### config.mk
export PLATFORM = sky130hd
export DESIGN_NAME = replica_failover_with_backoff
export DESIGN_NICKNAME = d
export VERILOG_FILES = /design/src/hw/rtl/rfb_pkg.sv /design/src/hw/rtl/rfb_backoff_unit.sv /design/src/hw/rtl/replica_failover_with_backoff.sv
export SDC_FILE = /design/constraint.sdc
export NUM_CORES = 2
export LEC_CHECK = 0
export BUFFER_PORTS_ARGS = -buffer_cell sky130_fd_sc_hd__buf_2
export CAP_MARGIN = 40
export CORE_MARGIN = 3
export CORE_UTILIZATION = 57
export CTS_CLUSTER_DIAMETER = 80
export DETAILED_ROUTE_END_ITERATION = 8
export PLACE_DENSITY = 0.79
export SYNTH_ARGS = -nofsm -noshare
export SYNTH_HDL_FRONTEND = slang
export SYNTH_SLANG_ARGS = --single-unit
### constraint.sdc
create_clock -name clock -period 8 [get_ports clock]
set_input_delay 1.6 -clock clock [delete_from_list [all_inputs] [get_ports clock]]
set_output_delay 1.6 -clock clock [all_outputs]
set_load 0.01 [all_outputs]
### src/hw/rtl/rfb_pkg.sv
// shared types, constants and helper functions for the replica failover block
// no dependencies; used by rfb_backoff_unit and replica_failover_with_backoff
`timescale 1ns / 1ps
`default_nettype none

package rfb_pkg;

   localparam int unsigned PEER_TOTAL   = 16;
   localparam int unsigned PEER_W       = 4;
   localparam int unsigned SHARD_TOTAL  = 4;
   localparam int unsigned MAX_REPLICAS = 4;

   // configuration register indexes
   localparam logic [1:0] CSR_REPLICA_MAP    = 2'd0;
   localparam logic [1:0] CSR_REPLICA_COUNTS = 2'd1;
   localparam logic [1:0] CSR_MAX_BACKOFF    = 2'd2;

   localparam logic [15:0] MAX_BACKOFF_RESET = 16'd600;

   // request op codes
   localparam logic OP_SELECT = 1'b0;
   localparam logic OP_REPORT = 1'b1;

   localparam logic [7:0]  FAIL_COUNT_MAX = 8'hFF;
   localparam logic [2:0]  TRIED_MAX      = 3'd7;
   // top digit weight of the root search over a 24-bit cube
   localparam logic [23:0] ROOT_FIRST_BIT = 24'h40_0000;

   typedef enum logic [2:0] {
      ST_IDLE,
      ST_WALK,
      ST_REPORT,
      ST_BACKOFF,
      ST_FINISH
   } rfb_state_type;

   typedef enum logic [2:0] {
      BO_IDLE,
      BO_MUL_SQ,
      BO_MUL_CUBE,
      BO_ROOT,
      BO_DONE
   } rfb_bo_state_type;

   typedef struct packed {
      logic        start;
      logic [7:0]  count;
      logic [15:0] cap;
   } rfb_bo_req_type;

   typedef struct packed {
      logic        done;
      logic [15:0] backoff;
   } rfb_bo_rsp_type;

   // replica count of a shard, 1..4
   function automatic logic [2:0] shard_count(input logic [7:0] counts,
                                              input logic [1:0] shard);
      return {1'b0, counts[{shard, 1'b0} +: 2]} + 3'd1;
   endfunction

   // small value modulo a replica count of 1..4
   function automatic logic [1:0] mod_count(input logic [2:0] v, input logic [2:0] n);
      logic [2:0] t;
      t = v;
      unique case (n)
         3'd1: t = 3'd0;
         3'd2: t = {2'b00, v[0]};
         3'd3: begin
            t = (v >= 3'd3) ? v - 3'd3 : v;
            t = (t >= 3'd3) ? t - 3'd3 : t;
         end
         default: t = {1'b0, v[1:0]};
      endcase
      return t[1:0];
   endfunction

   // peer id at a slot of a shard's replica list
   function automatic logic [3:0] slot_peer(input logic [63:0] map,
                                            input logic [1:0] shard,
                                            input logic [1:0] slot);
      return map[{shard, slot, 2'b00} +: 4];
   endfunction

endpackage

`default_nettype wire

### src/hw/rtl/rfb_backoff_unit.sv
// backoff calculator: min(floor(count^1.5), cap) as isqrt(count^3)
// one shared 16x8 multiplier for the cube, then one root digit per cycle; uses rfb_pkg
`timescale 1ns / 1ps
`default_nettype none

module rfb_backoff_unit (
   input  wire                          clock,
   input  wire                          reset,
   input  wire rfb_pkg::rfb_bo_req_type bo_req,
   output rfb_pkg::rfb_bo_rsp_type      bo_rsp
);

   rfb_pkg::rfb_bo_state_type state_ff, state_in;

   logic [7:0]  count_ff, count_in;
   logic [15:0] cap_ff, cap_in;
   logic [23:0] prod_ff, prod_in;
   logic [23:0] rem_ff, rem_in;
   logic [23:0] root_ff, root_in;
   logic [23:0] bit_ff, bit_in;

   logic [15:0] mul_a;
   logic [23:0] mul_p;
   logic [23:0] trial;

   // shared multiplier: count*count, then square*count
   assign mul_a = (state_ff == rfb_pkg::BO_MUL_CUBE) ? prod_ff[15:0] : {8'b0, count_ff};
   assign mul_p = {8'b0, mul_a} * {16'b0, count_ff};
   assign trial = root_ff + bit_ff;

   always_comb begin
      state_in = state_ff;
      unique case (state_ff)
         rfb_pkg::BO_IDLE:     if (bo_req.start) state_in = rfb_pkg::BO_MUL_SQ;
         rfb_pkg::BO_MUL_SQ:   state_in = rfb_pkg::BO_MUL_CUBE;
         rfb_pkg::BO_MUL_CUBE: state_in = rfb_pkg::BO_ROOT;
         rfb_pkg::BO_ROOT:     if (bit_ff == 24'd1) state_in = rfb_pkg::BO_DONE;
         rfb_pkg::BO_DONE:     state_in = rfb_pkg::BO_IDLE;
         default:              state_in = rfb_pkg::BO_IDLE;
      endcase
   end

   always_comb begin
      count_in = count_ff;
      cap_in   = cap_ff;
      prod_in  = prod_ff;
      rem_in   = rem_ff;
      root_in  = root_ff;
      bit_in   = bit_ff;
      unique case (state_ff)
         rfb_pkg::BO_IDLE: begin
            if (bo_req.start) begin
               count_in = bo_req.count;
               cap_in   = bo_req.cap;
            end
         end
         rfb_pkg::BO_MUL_SQ: prod_in = mul_p;
         rfb_pkg::BO_MUL_CUBE: begin
            rem_in  = mul_p;
            root_in = '0;
            bit_in  = rfb_pkg::ROOT_FIRST_BIT;
         end
         rfb_pkg::BO_ROOT: begin
            if (rem_ff >= trial) begin
               rem_in  = rem_ff - trial;
               root_in = (root_ff >> 1) + bit_ff;
            end else begin
               root_in = root_ff >> 1;
            end
            bit_in = bit_ff >> 2;
         end
         default: ;
      endcase
      bo_rsp.done    = (state_ff == rfb_pkg::BO_DONE);
      bo_rsp.backoff = (root_ff[15:0] < cap_ff) ? root_ff[15:0] : cap_ff;
   end

   always_ff @(posedge clock) begin
      if (reset) begin
         state_ff <= rfb_pkg::BO_IDLE;
      end else begin
         state_ff <= state_in;
      end
      count_ff <= count_in;
      cap_ff   <= cap_in;
      prod_ff  <= prod_in;
      rem_ff   <= rem_in;
      root_ff  <= root_in;
      bit_ff   <= bit_in;
   end

endmodule

`default_nettype wire

### src/hw/rtl/replica_failover_with_backoff.sv
// top level: replica selection with per-peer fail counts and retry times
// depends on rfb_pkg and rfb_backoff_unit
`timescale 1ns / 1ps
`default_nettype none

// usage
//   req_* beat: op select walks the shard's replica list from req_cursor_in and
//   returns the first peer whose retry time is not after req_time_seconds;
//   op report records an attempt outcome on the cursor's peer
//   rsp_* beat: one result per request, in request order
//   csr_*: write-only register port, taken at any edge with csr_write_en high;
//   write only while no request is in flight
// sequencing (result valid from the same cycle in which req_ready rises again)
//   one request at a time; req_ready is high only while the sequencer is idle
//   select: the walk state checks the replicas against the retry table one by
//   one, and ends once the list runs out when every replica is in backoff
//   report success: straight to finish; report failure: waits on the
//   backoff unit (two passes of its multiplier, then 12 root digit steps)
// reset
//   sync, active high: fail counts and retry times cleared, map and counts 0,
//   max backoff 600
// stall
//   the result sits in an output register; the next request is accepted while
//   it waits, and that request's result waits in the sequencer until it frees

module replica_failover_with_backoff (
   input  wire         clock,
   input  wire         reset,

   input  wire         req_valid,
   output logic        req_ready,
   input  wire         req_op,
   input  wire  [1:0]  req_shard,
   input  wire  [1:0]  req_cursor_in,
   input  wire  [2:0]  req_tried_in,
   input  wire         req_attempt_failed,
   input  wire  [31:0] req_time_seconds,

   output logic        rsp_valid,
   input  wire         rsp_ready,
   output logic [3:0]  rsp_peer_id,
   output logic [1:0]  rsp_cursor_out,
   output logic [2:0]  rsp_tried_out,
   output logic        rsp_none_healthy,
   output logic [15:0] rsp_backoff_seconds,

   input  wire         csr_write_en,
   input  wire  [1:0]  csr_index,
   input  wire  [63:0] csr_wdata
);

   // config registers
   logic [63:0] replica_map_ff;
   logic [7:0]  replica_counts_ff;
   logic [15:0] max_backoff_ff;

   // per-peer health table
   logic [7:0]  fail_ff  [rfb_pkg::PEER_TOTAL];
   logic [31:0] retry_ff [rfb_pkg::PEER_TOTAL];

   rfb_pkg::rfb_state_type state_ff, state_in;

   // request context held by the sequencer
   logic        op_ff, op_in;
   logic [1:0]  shard_ff, shard_in;
   logic [2:0]  cur_ff, cur_in;       // may run past the list end while walking
   logic [2:0]  tried_ff, tried_in;
   logic        failed_ff, failed_in;
   logic [31:0] now_ff, now_in;
   logic [3:0]  peer_ff, peer_in;
   logic        found_ff, found_in;
   logic [15:0] backoff_ff, backoff_in;

   // output register
   logic        rsp_valid_ff, rsp_valid_in;
   logic [3:0]  rsp_peer_ff, rsp_peer_in;
   logic [1:0]  rsp_cursor_ff, rsp_cursor_in;
   logic [2:0]  rsp_tried_ff, rsp_tried_in;
   logic        rsp_none_ff, rsp_none_in;
   logic [15:0] rsp_backoff_ff, rsp_backoff_in;

   // table write controls
   logic        fail_we, retry_we;
   logic [7:0]  fail_wdata;
   logic [31:0] retry_wdata;

   rfb_pkg::rfb_bo_req_type bo_req;
   rfb_pkg::rfb_bo_rsp_type bo_rsp;

   logic        req_accept;
   logic [2:0]  n_cur;
   logic [7:0]  cur_fail;
   logic [31:0] cur_retry;
   logic        walk_live;
   logic        walk_hit;
   logic        out_free;
   logic [2:0]  cur_base;

   assign req_ready  = (state_ff == rfb_pkg::ST_IDLE);
   assign req_accept = req_valid && req_ready;
   assign n_cur      = rfb_pkg::shard_count(replica_counts_ff, shard_ff);
   assign cur_fail   = fail_ff[peer_ff];
   assign cur_retry  = retry_ff[peer_ff];
   // walk compare: request time against the current peer's retry time
   assign walk_live  = (tried_ff < n_cur);
   assign walk_hit   = walk_live && (now_ff >= cur_retry);
   assign out_free   = !rsp_valid_ff || rsp_ready;
   assign cur_base   = {1'b0, rfb_pkg::mod_count(cur_ff, n_cur)};

   rfb_backoff_unit u_backoff (
      .clock  (clock),
      .reset  (reset),
      .bo_req (bo_req),
      .bo_rsp (bo_rsp)
   );

   // next state
   always_comb begin
      state_in = state_ff;
      unique case (state_ff)
         rfb_pkg::ST_IDLE: begin
            if (req_accept) begin
               state_in = (req_op == rfb_pkg::OP_SELECT) ? rfb_pkg::ST_WALK
                                                         : rfb_pkg::ST_REPORT;
            end
         end
         rfb_pkg::ST_WALK: begin
            if (!walk_live || walk_hit) state_in = rfb_pkg::ST_FINISH;
         end
         rfb_pkg::ST_REPORT: begin
            state_in = failed_ff ? rfb_pkg::ST_BACKOFF : rfb_pkg::ST_FINISH;
         end
         rfb_pkg::ST_BACKOFF: begin
            if (bo_rsp.done) state_in = rfb_pkg::ST_FINISH;
         end
         rfb_pkg::ST_FINISH: begin
            if (out_free) state_in = rfb_pkg::ST_IDLE;
         end
         default: state_in = rfb_pkg::ST_IDLE;
      endcase
   end

   // datapath and outputs
   always_comb begin
      op_in      = op_ff;
      shard_in   = shard_ff;
      cur_in     = cur_ff;
      tried_in   = tried_ff;
      failed_in  = failed_ff;
      now_in     = now_ff;
      peer_in    = peer_ff;
      found_in   = found_ff;
      backoff_in = backoff_ff;

      rsp_valid_in   = rsp_valid_ff && !rsp_ready;
      rsp_peer_in    = rsp_peer_ff;
      rsp_cursor_in  = rsp_cursor_ff;
      rsp_tried_in   = rsp_tried_ff;
      rsp_none_in    = rsp_none_ff;
      rsp_backoff_in = rsp_backoff_ff;

      fail_we     = 1'b0;
      fail_wdata  = cur_fail;
      retry_we    = 1'b0;
      retry_wdata = '0;

      bo_req.start = 1'b0;
      bo_req.count = cur_fail;
      bo_req.cap   = max_backoff_ff;

      unique case (state_ff)
         rfb_pkg::ST_IDLE: begin
            if (req_accept) begin
               op_in     = req_op;
               shard_in  = req_shard;
               cur_in    = {1'b0, req_cursor_in};
               tried_in  = req_tried_in;
               failed_in = req_attempt_failed;
               now_in    = req_time_seconds;
               found_in  = 1'b0;
               peer_in   = rfb_pkg::slot_peer(replica_map_ff, req_shard,
                              rfb_pkg::mod_count({1'b0, req_cursor_in},
                                 rfb_pkg::shard_count(replica_counts_ff, req_shard)));
            end
         end
         rfb_pkg::ST_WALK: begin
            if (walk_hit) begin
               // peer out of backoff: take it and clear its retry time
               retry_we = 1'b1;
               found_in = 1'b1;
            end else if (walk_live) begin
               tried_in = tried_ff + 3'd1;
               cur_in   = cur_ff + 3'd1;
               peer_in  = rfb_pkg::slot_peer(replica_map_ff, shard_ff,
                             rfb_pkg::mod_count(cur_ff + 3'd1, n_cur));
            end
         end
         rfb_pkg::ST_REPORT: begin
            fail_we = 1'b1;
            if (failed_ff) begin
               fail_wdata   = (cur_fail == rfb_pkg::FAIL_COUNT_MAX) ? cur_fail
                                                                  : cur_fail + 8'd1;
               cur_in       = cur_base + 3'd1;
               tried_in     = (tried_ff == rfb_pkg::TRIED_MAX) ? tried_ff : tried_ff + 3'd1;
               bo_req.start = 1'b1;
               bo_req.count = fail_wdata;
            end else begin
               fail_wdata = (cur_fail == 8'd0) ? cur_fail : cur_fail - 8'd1;
               retry_we   = 1'b1;
               cur_in     = cur_base;
               backoff_in = '0;
            end
         end
         rfb_pkg::ST_BACKOFF: begin
            if (bo_rsp.done) begin
               retry_we    = 1'b1;
               retry_wdata = now_ff + {16'b0, bo_rsp.backoff};
               backoff_in  = bo_rsp.backoff;
            end
         end
         rfb_pkg::ST_FINISH: begin
            if (out_free) begin
               rsp_valid_in   = 1'b1;
               rsp_peer_in    = peer_ff;
               rsp_cursor_in  = rfb_pkg::mod_count(cur_ff, n_cur);
               rsp_tried_in   = tried_ff;
               rsp_none_in    = (op_ff == rfb_pkg::OP_SELECT) && !found_ff;
               rsp_backoff_in = ((op_ff == rfb_pkg::OP_REPORT) && failed_ff) ? backoff_ff
                                                                             : 16'd0;
            end
         end
         default: ;
      endcase
   end

   // control state, config and health table
   always_ff @(posedge clock) begin
      if (reset) begin
         state_ff          <= rfb_pkg::ST_IDLE;
         rsp_valid_ff      <= 1'b0;
         replica_map_ff    <= '0;
         replica_counts_ff <= '0;
         max_backoff_ff    <= rfb_pkg::MAX_BACKOFF_RESET;
         for (int i = 0; i < rfb_pkg::PEER_TOTAL; i++) begin
            fail_ff[i]  <= '0;
            retry_ff[i] <= '0;
         end
      end else begin
         state_ff     <= state_in;
         rsp_valid_ff <= rsp_valid_in;
         if (csr_write_en) begin
            unique case (csr_index)
               rfb_pkg::CSR_REPLICA_MAP:    replica_map_ff    <= csr_wdata;
               rfb_pkg::CSR_REPLICA_COUNTS: replica_counts_ff <= csr_wdata[7:0];
               rfb_pkg::CSR_MAX_BACKOFF:    max_backoff_ff    <= csr_wdata[15:0];
               default: ;
            endcase
         end
         if (fail_we)  fail_ff[peer_ff]  <= fail_wdata;
         if (retry_we) retry_ff[peer_ff] <= retry_wdata;
      end
   end

   // payload registers
   always_ff @(posedge clock) begin
      op_ff          <= op_in;
      shard_ff       <= shard_in;
      cur_ff         <= cur_in;
      tried_ff       <= tried_in;
      failed_ff      <= failed_in;
      now_ff         <= now_in;
      peer_ff        <= peer_in;
      found_ff       <= found_in;
      backoff_ff     <= backoff_in;
      rsp_peer_ff    <= rsp_peer_in;
      rsp_cursor_ff  <= rsp_cursor_in;
      rsp_tried_ff   <= rsp_tried_in;
      rsp_none_ff    <= rsp_none_in;
      rsp_backoff_ff <= rsp_backoff_in;
   end

   assign rsp_valid           = rsp_valid_ff;
   assign rsp_peer_id         = rsp_peer_ff;
   assign rsp_cursor_out      = rsp_cursor_ff;
   assign rsp_tried_out       = rsp_tried_ff;
   assign rsp_none_healthy    = rsp_none_ff;
   assign rsp_backoff_seconds = rsp_backoff_ff;

endmodule

`default_nettype wire
==> impl_metrics.toml <==
[logic_synthesis]
synthFlopType = "edfxtp_1"
synth_top_area_cell = "edfxtp_1"
synth_edf_count = 829
synth_area_per_cell_um2 = 12.2
postSynthCellCount = 3952
yosysSeqAreaShare_pct = 55.6
synthArstFlopShare_pct = 0
synth_cell_types = 79
synth_top_area_share_pct = 51.5
ys_warn_count = 0
synth_area_um2 = 48300
yosys-top-cells-area = "edfxtp_1 (52%), mux4_2 (9.3%), nor2_1 (5.6%)"
syn-num-nets = 4323
ys_seq_elements = 928

[run_status]
status = "complete, no violations"

[layout]
antenna_cells = 0
drive_above_1_share_pct = 16.4
final_cell_mix = "edfxtp_1 (829), nor2_1 (717), nand2_1 (314)"
instances_no_fill = 5267
finalInstanceArea_um2 = 53600
finalNetCount = 4423
area_delta_synth_final_pct = 11.0
mostFrequentLayoutCell = "edfxtp_1"

[place]
post-place-ws_ps = 1600
dpl.hpwl_um = 87400
place_area_um2 = 50500
place_congestion = 0.902
dp.cells = 5089
io_buffer_count = 139

[run]
drv_cap = 0

[die]
dieArea_um2 = 88300
die_w_um = 297
coreArea_um2 = 83800
die_h_um = 297
start_util_pct = 57.7
row_count = 106
io_pins = 140

[worst_setup_path]
worst_ep_arrival_time_ps = 6860
start_kind = "register"
cp.required_ps = 8380
path_max_fanout = 20
endpoint_kind = "register"
crit_type = "reg -> reg"

[route]
drt_iter0_drc = 4592
postRouteAntennaNets = 0
route.detailed.drc = 0
drt-total-wl_um = 130000
post_drt_via_cell_ratio = 6.36
post_drt_wl_per_cell_um = 24.7
firstDrtPassIters = 7
routed-via-count = 33498

[min_path]
min_path_type = "reg -> reg"

[power]
irDropWorstVdd_mv = 0.292
leakage_nw = 19.9
p_per_area_nw_per_um2 = 336
total_power_mw = 18.0

[timing]
clock.fmax_mhz = 154
slew-limit-headroom_pct = 35.9
setup_viol = 0
fin_crit_sh_pct = 81.0
clock_skew_ps = 20.6
finalCriticalPeriod_ps = 6480
rsz0062_at_grt = "no"
hold_viol_final = 0
worstMarginPinSlew_ps = 961
layout_setup_ws_ps = 1520
tns_ps = 0
drv_slew = 0

[grt]
first_global_vias = 32885
overflow = 0
grt_pass1_wl_um = 198000
track_usage_pct = 29.3
antenna_found_initial = 2
grt_start_max_net_pins = 80

[cts]
ctsHoldBuffers = 0
cts_tree = "built"
cts_root_buf = "clkbuf_16"
cts_buffers = 94
cts.htree.levels = 3
post-cts-setup-buffers = 0
clock_latency_ps = 660
clkTransAtPathRegs_ps = 60
cts_buffer_depth = 3
cts_sinks = 928
cts_resized = 0
cell usage after synthesis, types with 6 or more instances:
cell and number:
nand2b_1 60, xnor2_1 57, a21o_1 32, nor2_2 11, dfxtp_1 99, inv_1 180, buf_6 6, nand3b_1 10
clkbuf_1 182, edfxtp_1 829, or2_2 9, mux2i_1 83, and2_1 8, nand2_1 314, xor2_1 51, nor2b_1 86
o21ai_1 6, or3_1 15, nand3_1 73, a31oi_1 22, o21bai_1 16, buf_1 28, o31ai_1 9, a31o_2 6
fa_1 86, o21a_1 15, nor3_1 62, o21ai_0 96, o22ai_1 10, nor2_1 719, nand4_1 16, a211oi_1 21
ha_1 173, and3_1 76, mux4_2 199, a21oi_1 165, buf_2 16, mux2_2 22, nor4_1 7
per-layer routing:
metal,vias to the layer above,part of all wire (%),global-route usage [%]
met1,16485,39,41.5
met3,331,12,6.86
li1,14445,-,-
met4,2,3.9,10.6
met5,-,0.012,0
met2,2235,45,44.7
flip-flops by register name, indices dropped and copies added, names as in the netlist, 3 cells and up, named ones only:
name	cells
rsp_tried_out	3
u_backoff.rem_ff	24
backoff_ff	16
state_ff	3
replica_map_ff	64
rsp_backoff_seconds	16
u_backoff.root_ff	24
u_backoff.prod_ff	16
replica_counts_ff	8
now_ff	32
tried_ff	3
cur_ff	3
peer_ff	4
retry_ff	512
max_backoff_ff	16
u_backoff.bit_ff	12
rsp_peer_id	4
u_backoff.state_ff	3
u_backoff.count_ff	8
u_backoff.cap_ff	16
fail_ff	128
report_power, final:
part	leakage (nW)	switching (mW)	internal, mW	total [mW]
Combinational	9.22	4.33	2.84	7.18
Sequential	9.17	0.465	5.93	6.40
Clock	1.52	1.88	2.59	4.48
Total	19.9	6.68	11.4	18.0
per-stage QoR:
step                util, %  hold WS, ps
floorplan                 -          408
global placement       59.9          419
detailed placement     60.2          421
CTS                    64.0          438
global route           64.0          444
finish                 64.0          434
path summary, 6_finish.rpt:
check	start	cells after the start	slack, ps	endpoint
setup / recovery	u_backoff.state_ff[0]	19	1520	u_backoff.rem_ff[20]
hold / removal	max_backoff_ff[2]	0	430	u_backoff.cap_ff[2]
setup reg to reg	u_backoff.state_ff[0]	19	1520	u_backoff.rem_ff[20]
hold reg to reg	max_backoff_ff[2]	0	430	u_backoff.cap_ff[2]
final cells by class:
cell class / instances / area, um^2
fill: 6156 / 30200
sequential: 928 / 26900
multi-input combinational: 2608 / 19900
clock buffer: 125 / 2570
timing repair buffer: 238 / 1630
tap: 1134 / 1420
inverter: 182 / 683
clock inverter: 52 / 542
worst max-delay path, cell delays in order (launching register included):
cell,delay [ps]
dfxtp_1,780
nand2b_1,510
mux2i_1,730
nor2b_1,150
fa_1,480
fa_1,480
fa_1,490
inv_1,50
fa_1,470
inv_1,40
ha_1,330
a21oi_1,210
o21ai_0,130
a221oi_1,430
o21ai_0,230
a41oi_1,310
nor2b_1,190
xnor2_1,70
nand2_1,60
o21ai_0,70
kinds of logic (layout without fill, tap and decap cells):
logic type	Yosys count	count (layout)	synth area share, %
multiplexers	304	304	11.5
buffers and inverters	416	597	3.42
flip-flops	928	928	55.6
XOR/XNOR	109	109	1.99
adder cells (fa/ha/maj)	259	259	8.04
AND/OR/NAND/NOR	1485	1485	13.7
AO/OA/AOI/OAI	451	451	5.75
(Power assumes the default switching activity.)
